===== src/rtl/bis_pkg.sv =====
// Shared constants and types for the bilinear image scaler.
// No dependencies; imported by every module of the block.
`timescale 1ns / 1ps

package bis_pkg;

  // Image store geometry (powers of two), fraction width and field widths
  localparam int MAX_WIDTH  = 256;
  localparam int MAX_HEIGHT = 256;
  localparam int FRAC_BITS  = 16;

  localparam int COL_W   = $clog2(MAX_WIDTH);
  localparam int ROW_W   = $clog2(MAX_HEIGHT);
  localparam int COORD_W = 10;
  localparam int PIX_W   = 8;
  localparam int SIZE_W  = 9;
  localparam int STEP_W  = 24;
  localparam int CFG_W   = 24;

  localparam int POS_W = COORD_W + STEP_W;
  localparam int IP_W  = POS_W - FRAC_BITS;
  localparam int WT_W  = FRAC_BITS + 1;
  localparam int H_W   = PIX_W + FRAC_BITS;
  localparam int V_W   = PIX_W + 2 * FRAC_BITS;

  // Four banks by column and row parity, each a quarter of the store
  localparam int BANK_AW    = COL_W - 1 + ROW_W - 1;
  localparam int BANK_DEPTH = (MAX_WIDTH * MAX_HEIGHT) / 4;

  localparam logic [WT_W-1:0] ONE_FX = WT_W'(1) << FRAC_BITS;

  typedef enum logic [1:0] {
    REG_SRC_WIDTH  = 2'd0,
    REG_SRC_HEIGHT = 2'd1,
    REG_STEP_X     = 2'd2,
    REG_STEP_Y     = 2'd3
  } bis_reg_t;

  typedef enum logic {
    CMD_WRITE   = 1'b0,
    CMD_REQUEST = 1'b1
  } bis_cmd_t;

  // Per-stage load enables of the pipeline
  typedef struct packed {
    logic s1;
    logic s2;
    logic s3;
    logic s4;
    logic s5;
  } bis_adv_t;

  // The four neighbours of one sample point
  typedef struct packed {
    logic [PIX_W-1:0] p00;
    logic [PIX_W-1:0] p10;
    logic [PIX_W-1:0] p01;
    logic [PIX_W-1:0] p11;
  } bis_quad_t;

endpackage


===== src/rtl/bis_locate.sv =====
// Source position stages: coordinate times step, then edge clamp and split.
// Depends on bis_pkg.
`timescale 1ns / 1ps

module bis_locate import bis_pkg::*; (
  input  logic                 clk,
  input  bis_adv_t             adv,
  input  logic [COORD_W-1:0]   col,
  input  logic [COORD_W-1:0]   row,
  input  logic [STEP_W-1:0]    step_x,
  input  logic [STEP_W-1:0]    step_y,
  input  logic [SIZE_W-1:0]    src_width,
  input  logic [SIZE_W-1:0]    src_height,
  output logic [COL_W-1:0]     i0,
  output logic [ROW_W-1:0]     j0,
  output logic [FRAC_BITS-1:0] s,
  output logic [FRAC_BITS-1:0] t
);

  function automatic logic [SIZE_W-1:0] clamp_size(input logic [SIZE_W-1:0] v,
                                                   input logic [SIZE_W-1:0] maxv);
    logic [SIZE_W-1:0] r;
    r = v;
    if (v == '0) r = SIZE_W'(1);
    else if (v > maxv) r = maxv;
    return r;
  endfunction

  logic [POS_W-1:0]     pos_x_r, pos_y_r;
  logic [COL_W-1:0]     i0_r, i0_nxt;
  logic [ROW_W-1:0]     j0_r, j0_nxt;
  logic [FRAC_BITS-1:0] s_r, s_nxt, t_r, t_nxt;
  logic [SIZE_W-1:0]    w_eff, h_eff, w_m1, h_m1;
  logic [IP_W-1:0]      ip_x, ip_y;

  always_ff @(posedge clk) begin
    if (adv.s1) begin
      pos_x_r <= POS_W'(col) * POS_W'(step_x);
      pos_y_r <= POS_W'(row) * POS_W'(step_y);
    end
  end

  always_comb begin
    w_eff = clamp_size(src_width, SIZE_W'(MAX_WIDTH));
    h_eff = clamp_size(src_height, SIZE_W'(MAX_HEIGHT));
    w_m1  = w_eff - SIZE_W'(1);
    h_m1  = h_eff - SIZE_W'(1);
    ip_x  = pos_x_r[POS_W-1:FRAC_BITS];
    ip_y  = pos_y_r[POS_W-1:FRAC_BITS];
    // saturate at the last column/row and drop the fraction
    if (ip_x >= IP_W'(w_m1)) begin
      i0_nxt = w_m1[COL_W-1:0];
      s_nxt  = '0;
    end else begin
      i0_nxt = ip_x[COL_W-1:0];
      s_nxt  = pos_x_r[FRAC_BITS-1:0];
    end
    if (ip_y >= IP_W'(h_m1)) begin
      j0_nxt = h_m1[ROW_W-1:0];
      t_nxt  = '0;
    end else begin
      j0_nxt = ip_y[ROW_W-1:0];
      t_nxt  = pos_y_r[FRAC_BITS-1:0];
    end
  end

  always_ff @(posedge clk) begin
    if (adv.s2) begin
      i0_r <= i0_nxt;
      j0_r <= j0_nxt;
      s_r  <= s_nxt;
      t_r  <= t_nxt;
    end
  end

  assign i0 = i0_r;
  assign j0 = j0_r;
  assign s  = s_r;
  assign t  = t_r;

endmodule


===== config.mk =====
export PLATFORM = sky130hd
export DESIGN_NAME = bis_locate
export DESIGN_NICKNAME = d
export VERILOG_FILES = /design/src/rtl/bis_pkg.sv /design/src/rtl/bis_locate.sv
export SDC_FILE = /design/constraint.sdc
export NUM_CORES = 1
export LEC_CHECK = 0
export BUFFER_PORTS_ARGS = -buffer_cell sky130_fd_sc_hd__buf_4
export CELL_PAD_IN_SITES_DETAIL_PLACEMENT = 0
export CELL_PAD_IN_SITES_GLOBAL_PLACEMENT = 2
export CORE_ASPECT_RATIO = 1.25
export CORE_MARGIN = 2
export CORE_UTILIZATION = 44
export DETAILED_ROUTE_END_ITERATION = 10
export GPL_TIMING_DRIVEN = 0
export PLACE_DENSITY_LB_ADDON = 0.1
export SETUP_SLACK_MARGIN = 0.2
export SLEW_MARGIN = 20
export SYNTH_ARGS = -nofsm -noshare
export SYNTH_HDL_FRONTEND = slang
export SYNTH_SLANG_ARGS = --single-unit

===== constraint.sdc =====
create_clock -name clk -period 13.4 [get_ports clk]
set_input_delay 0.67 -clock clk [delete_from_list [all_inputs] [get_ports clk]]
set_output_delay 0.67 -clock clk [all_outputs]
set_load 0.01 [all_outputs]

======== After elaboration in Yosys (flattened, before gate mapping) ========
Index checks and enable logic that the tools add are counted.
operators by class
  add/subtract/negate cells ............... 2
  multipliers ............................. 2
  $lt $le $gt $ge ......................... 4
  muxes and demuxes ....................... 6
  reduce and logical (&&, ||, !) cells .... 2
operators by type and width
  cell                                                   number
  multiplier 10 x 24 -> 34 bit                           2
  greater-or-equal comparator 18 x 9 -> 1 bit            2
  2-to-1 mux 9 bit                                       4
  greater-than comparator 9 bit (second input constant)  2
  zero test 9 bit                                        2
  subtractor 9 x 1 -> 9 bit (second input constant)      2
  2-to-1 mux 8 bit                                       2
storage, ports and cells
  flip-flop bits (word level) ............. 116
  input bits .............................. 92
  output and inout port bits .............. 48
  word-level logic and storage cells ...... 22

======== Logic depth before layout (Yosys ltp) ========
  depth after elaboration ................. 6
  depth in mapped cells ................... 21
  depth with buffers taken out ............ 19

======== Worst setup path after synthesis ========
No wires, ideal clock.
  path kind ............................... input to register
  from .................................... input col[1]
  to ...................................... register pos_x_r[31] (data pin)
  setup time .............................. 0.259 ns
  data arrival time ....................... 5.437 ns
  required time ........................... 13.141 ns
  path slack .............................. 7.703 ns
  stages on the path ...................... 20
  path buffers ............................ 1
  path through ............................ clkbuf_1 -> nand2_1 -> fa_1 -> inv_1 -> fa_1 -> inv_1 -> fa_1 -> inv_1 -> fa_1 -> inv_1 -> fa_1 -> inv_1 -> ha_1 -> a21o_1 -> a211oi_1 -> a21oi_1 -> o21ai_0 -> a21oi_1 -> a41oi_1 -> xnor2_1
on the way
  word-level cells in the longest chain between the ends .. 1
ends and longest elaborated chain
  what                          RTL line          RTL
  start, declared               bis_locate.sv:8   input logic [COORD_W-1:0] col,
  multiplier 10 x 24 -> 34 bit  bis_locate.sv:38  pos_x_r <= POS_W'(col) * POS_W'(step_x);
  end signal, assigned          bis_locate.sv:38
  end, declared                 bis_locate.sv:29  logic [POS_W-1:0] pos_x_r, pos_y_r;
No other way between the ends.
A chain may end at the register's enable or synchronous reset.

======== Worst setup path after layout ========
Same ends and word-level chain as after synthesis.

==> results.yml <==
run_status:
  status: "finished clean"
route:
  vias_per_cell: 5.152
  vias: 14420
  first_iter_violations: 503
  drt_wl_total_um: 51770
  first_pass_iters: 5
  wl_per_cell_um: 18.49
  drtAntennaViolNets: 0
  post-route-drc-count: 0
layout:
  layout.nets: 2804
  drive_above_1_share_pct: 6.625
  area_delta_synth_final_pct: 10.02
  final_cell_mix: "inv_1 (361), fa_1 (348), nand2_1 (289)"
  stdcell_area_mm2: 0.02199
  fin_util_pct: 48.91
  layout.cells.most_common: "inv_1"
  nFillCells: 4362
place:
  place.port_buffers: 91
  dpl.hpwl_um: 43860
  place_area_mm2: 0.02139
  post-place-ws_ns: 6.358
  gp_congestion: 0.8666
cts:
  htree_levels: 4
  clkSinkCount: 116
  cts_root_buffer: "clkbuf_16"
  post-cts-setup-buffers: 0
  hold_buffers: 0
  clkTransAtPathRegs_ns: 0.06
  tritoncts: "done"
  cts_inserted_buffers: 17
  clockBufferDepth: 2
  cts.repair.resized: 0
  clk_latency_ns: 0.43
synthesis:
  syn_avg_cell_area_um2: 9.535
  syn_nets: 2694
  synthesis.area_mm2: 0.01999
  synth_ff_type: "edfxtp_1"
  synth_seq_area_share_pct: 17.43
  ys_ff_latch: 116
  synthCells: 2096
  synth-edff-count: 116
  synth.distinct_cells: 64
  synth_async_sr_flop_share_pct: 0
  ys_warn_count: 0
power:
  peakVddDrop_uv: 137.6
  power.leakage_nw: 10.64
  p_per_area_mw_per_mm2: 245.3
timing:
  grt_setup_unrepaired: "false"
  setup_ws_ns: 6.824
  min_period_ns: 6.576
  slew_headroom_pct: 42.17
  hold_viol_final: 0
  tns_ns: 0
  maxSlewViolCount: 0
  setup_violations: 0
  period_share_pct: 49.08
  finClkSkew_ns: 0.01040
  fmax_mhz: 152.1
  worst_pin_slew_ns: 0.8675
critical_path:
  critPathKind: "in2reg"
  endpoint_kind: "flip-flop"
  cp_data_required_time_ns: 13.57
  startpoint_type: "input port"
  cp_max_fo: 10
  crit_arrival_ns: 6.74
min_path:
  hp-class: "reg2reg"
grt:
  grt_pass1_vias: 15760
  antenna_found_initial: 1
  grt_max_degree: 69
  overflow: 0
  grt_first_pass_wirelength_um: 83440
  grt_usage_pct: 22.85
floorplan:
  die_h_um: 242.3
  ioPinCount: 140
  core_area_mm2: 0.04496
  die_x_um: 194.6
  die-area_mm2: 0.04715
  rows: 87
  initial_core_util_pct: 44.45
flow_run:
  maxCapViolations: 0
## where the power goes
group / internal [mW] / switching, mW
sequential: 0.706 / 0.0393
combinational: 1.68 / 2.51
clock: 0.264 / 0.188
total: 2.65 / 2.74
## final timing paths
kind | start | end | slack, ns | cells past startpoint
max | col[1] | pos_x_r[31]$_DFFE_PP_ | 6.82 | 21
min reg2reg | pos_x_r[9]$_DFFE_PP_ | s[9]$_SDFFCE_PN0P_ | 0.51 | 1
min | pos_x_r[9]$_DFFE_PP_ | s[9]$_SDFFCE_PN0P_ | 0.51 | 1
max reg2reg | pos_y_r[33]$_DFFE_PP_ | t[8]$_SDFFCE_PN0P_ | 10.99 | 9
## layer usage
metal / vias to the layer above / share of wire, % / global-route usage, %
met3: 79 / 2.1 / 1.907
met5: - / 0 / 0
li1: 6806 / - / -
met4: 0 / 4.1 / 9.638
met2: 224 / 57 / 45.80
met1: 7312 / 37 / 24.06
## layout make-up
type	instances	area (um^2)	area share [%]
tap	578	723.2	3.289
antenna	2	5.005	0.02276
clock buffer	17	425.4	1.935
inverter	361	1355	6.163
sequential	116	3483	15.84
multi-input combinational	1518	14740	67.02
clock inverter	15	165.2	0.7512
timing repair buffer	91	683.2	3.107
buffer	101	411.6	1.872
## kinds of logic after synthesis
kind of cell	after synthesis	share of synthesized area (%)
AO/OA/AOI/OAI	222	7.312
XOR/XNOR	62	2.717
adder cells (fa/ha/maj)	506	44.75
buffers and inverters	462	8.840
flip-flops	116	17.43
multiplexers	19	0.9891
AND/OR/NAND/NOR	709	17.96
## synth_stat cells, types with 5 or more instances
library cell / instances / share of area [%]
edfxtp_1: 116 / 17
a21o_1: 25 / 0.94
o21bai_1: 8 / 0.30
mux2i_1: 16 / 0.80
and3_1: 6 / 0.19
nor2b_1: 10 / 0.31
nor2_1: 47 / 0.88
nand2b_1: 5 / 0.16
a21oi_1: 75 / 1.9
nand4_1: 7 / 0.22
nand3_1: 19 / 0.48
nor4_1: 7 / 0.22
fa_1: 348 / 35
o21a_1: 8 / 0.30
or3_1: 6 / 0.19
ha_1: 158 / 9.9
o21ai_0: 34 / 0.85
a211o_1: 7 / 0.31
a211oi_1: 8 / 0.30
and2_1: 283 / 8.9
xnor2_1: 40 / 1.8
clkbuf_1: 95 / 1.8
a31oi_1: 5 / 0.16
xor2_1: 22 / 0.96
inv_1: 361 / 6.8
nand2_1: 289 / 5.4
nor3_1: 15 / 0.38
## flip-flops by register name, summed over array words and instances (netlist names)
| name | cells |
|---|---|
| i0 | 8 |
| pos_x_r | 34 |
| t | 16 |
| j0 | 8 |
| pos_y_r | 34 |
| s | 16 |
## worst max-delay path: stages
cell	delay [ns]
buf_4	0.14
clkbuf_1	0.40
nand2_1	0.15
fa_1	0.55
inv_1	0.05
fa_1	0.50
inv_1	0.06
fa_1	0.52
inv_1	0.05
fa_1	0.47
inv_1	0.05
fa_1	0.48
inv_1	0.04
ha_1	0.36
a21o_1	0.23
a211oi_1	0.51
a21oi_1	0.24
o21ai_0	0.57
a21oi_1	0.26
a41oi_1	0.33
xnor2_1	0.10
## per-stage QoR
stage,total power [mW],std cells,hold slack (ns)
2_1_floorplan,3.853,2096,0.4967
3_3_place_gp,4.952,2765,0.5036
3_5_place_dp,4.989,2765,0.5022
4_1_cts,5.476,2797,0.5162
5_1_grt,6.017,2798,0.5298
6_report,5.393,2799,0.5108
No activity file was read; power rests on OpenSTA's default activity.
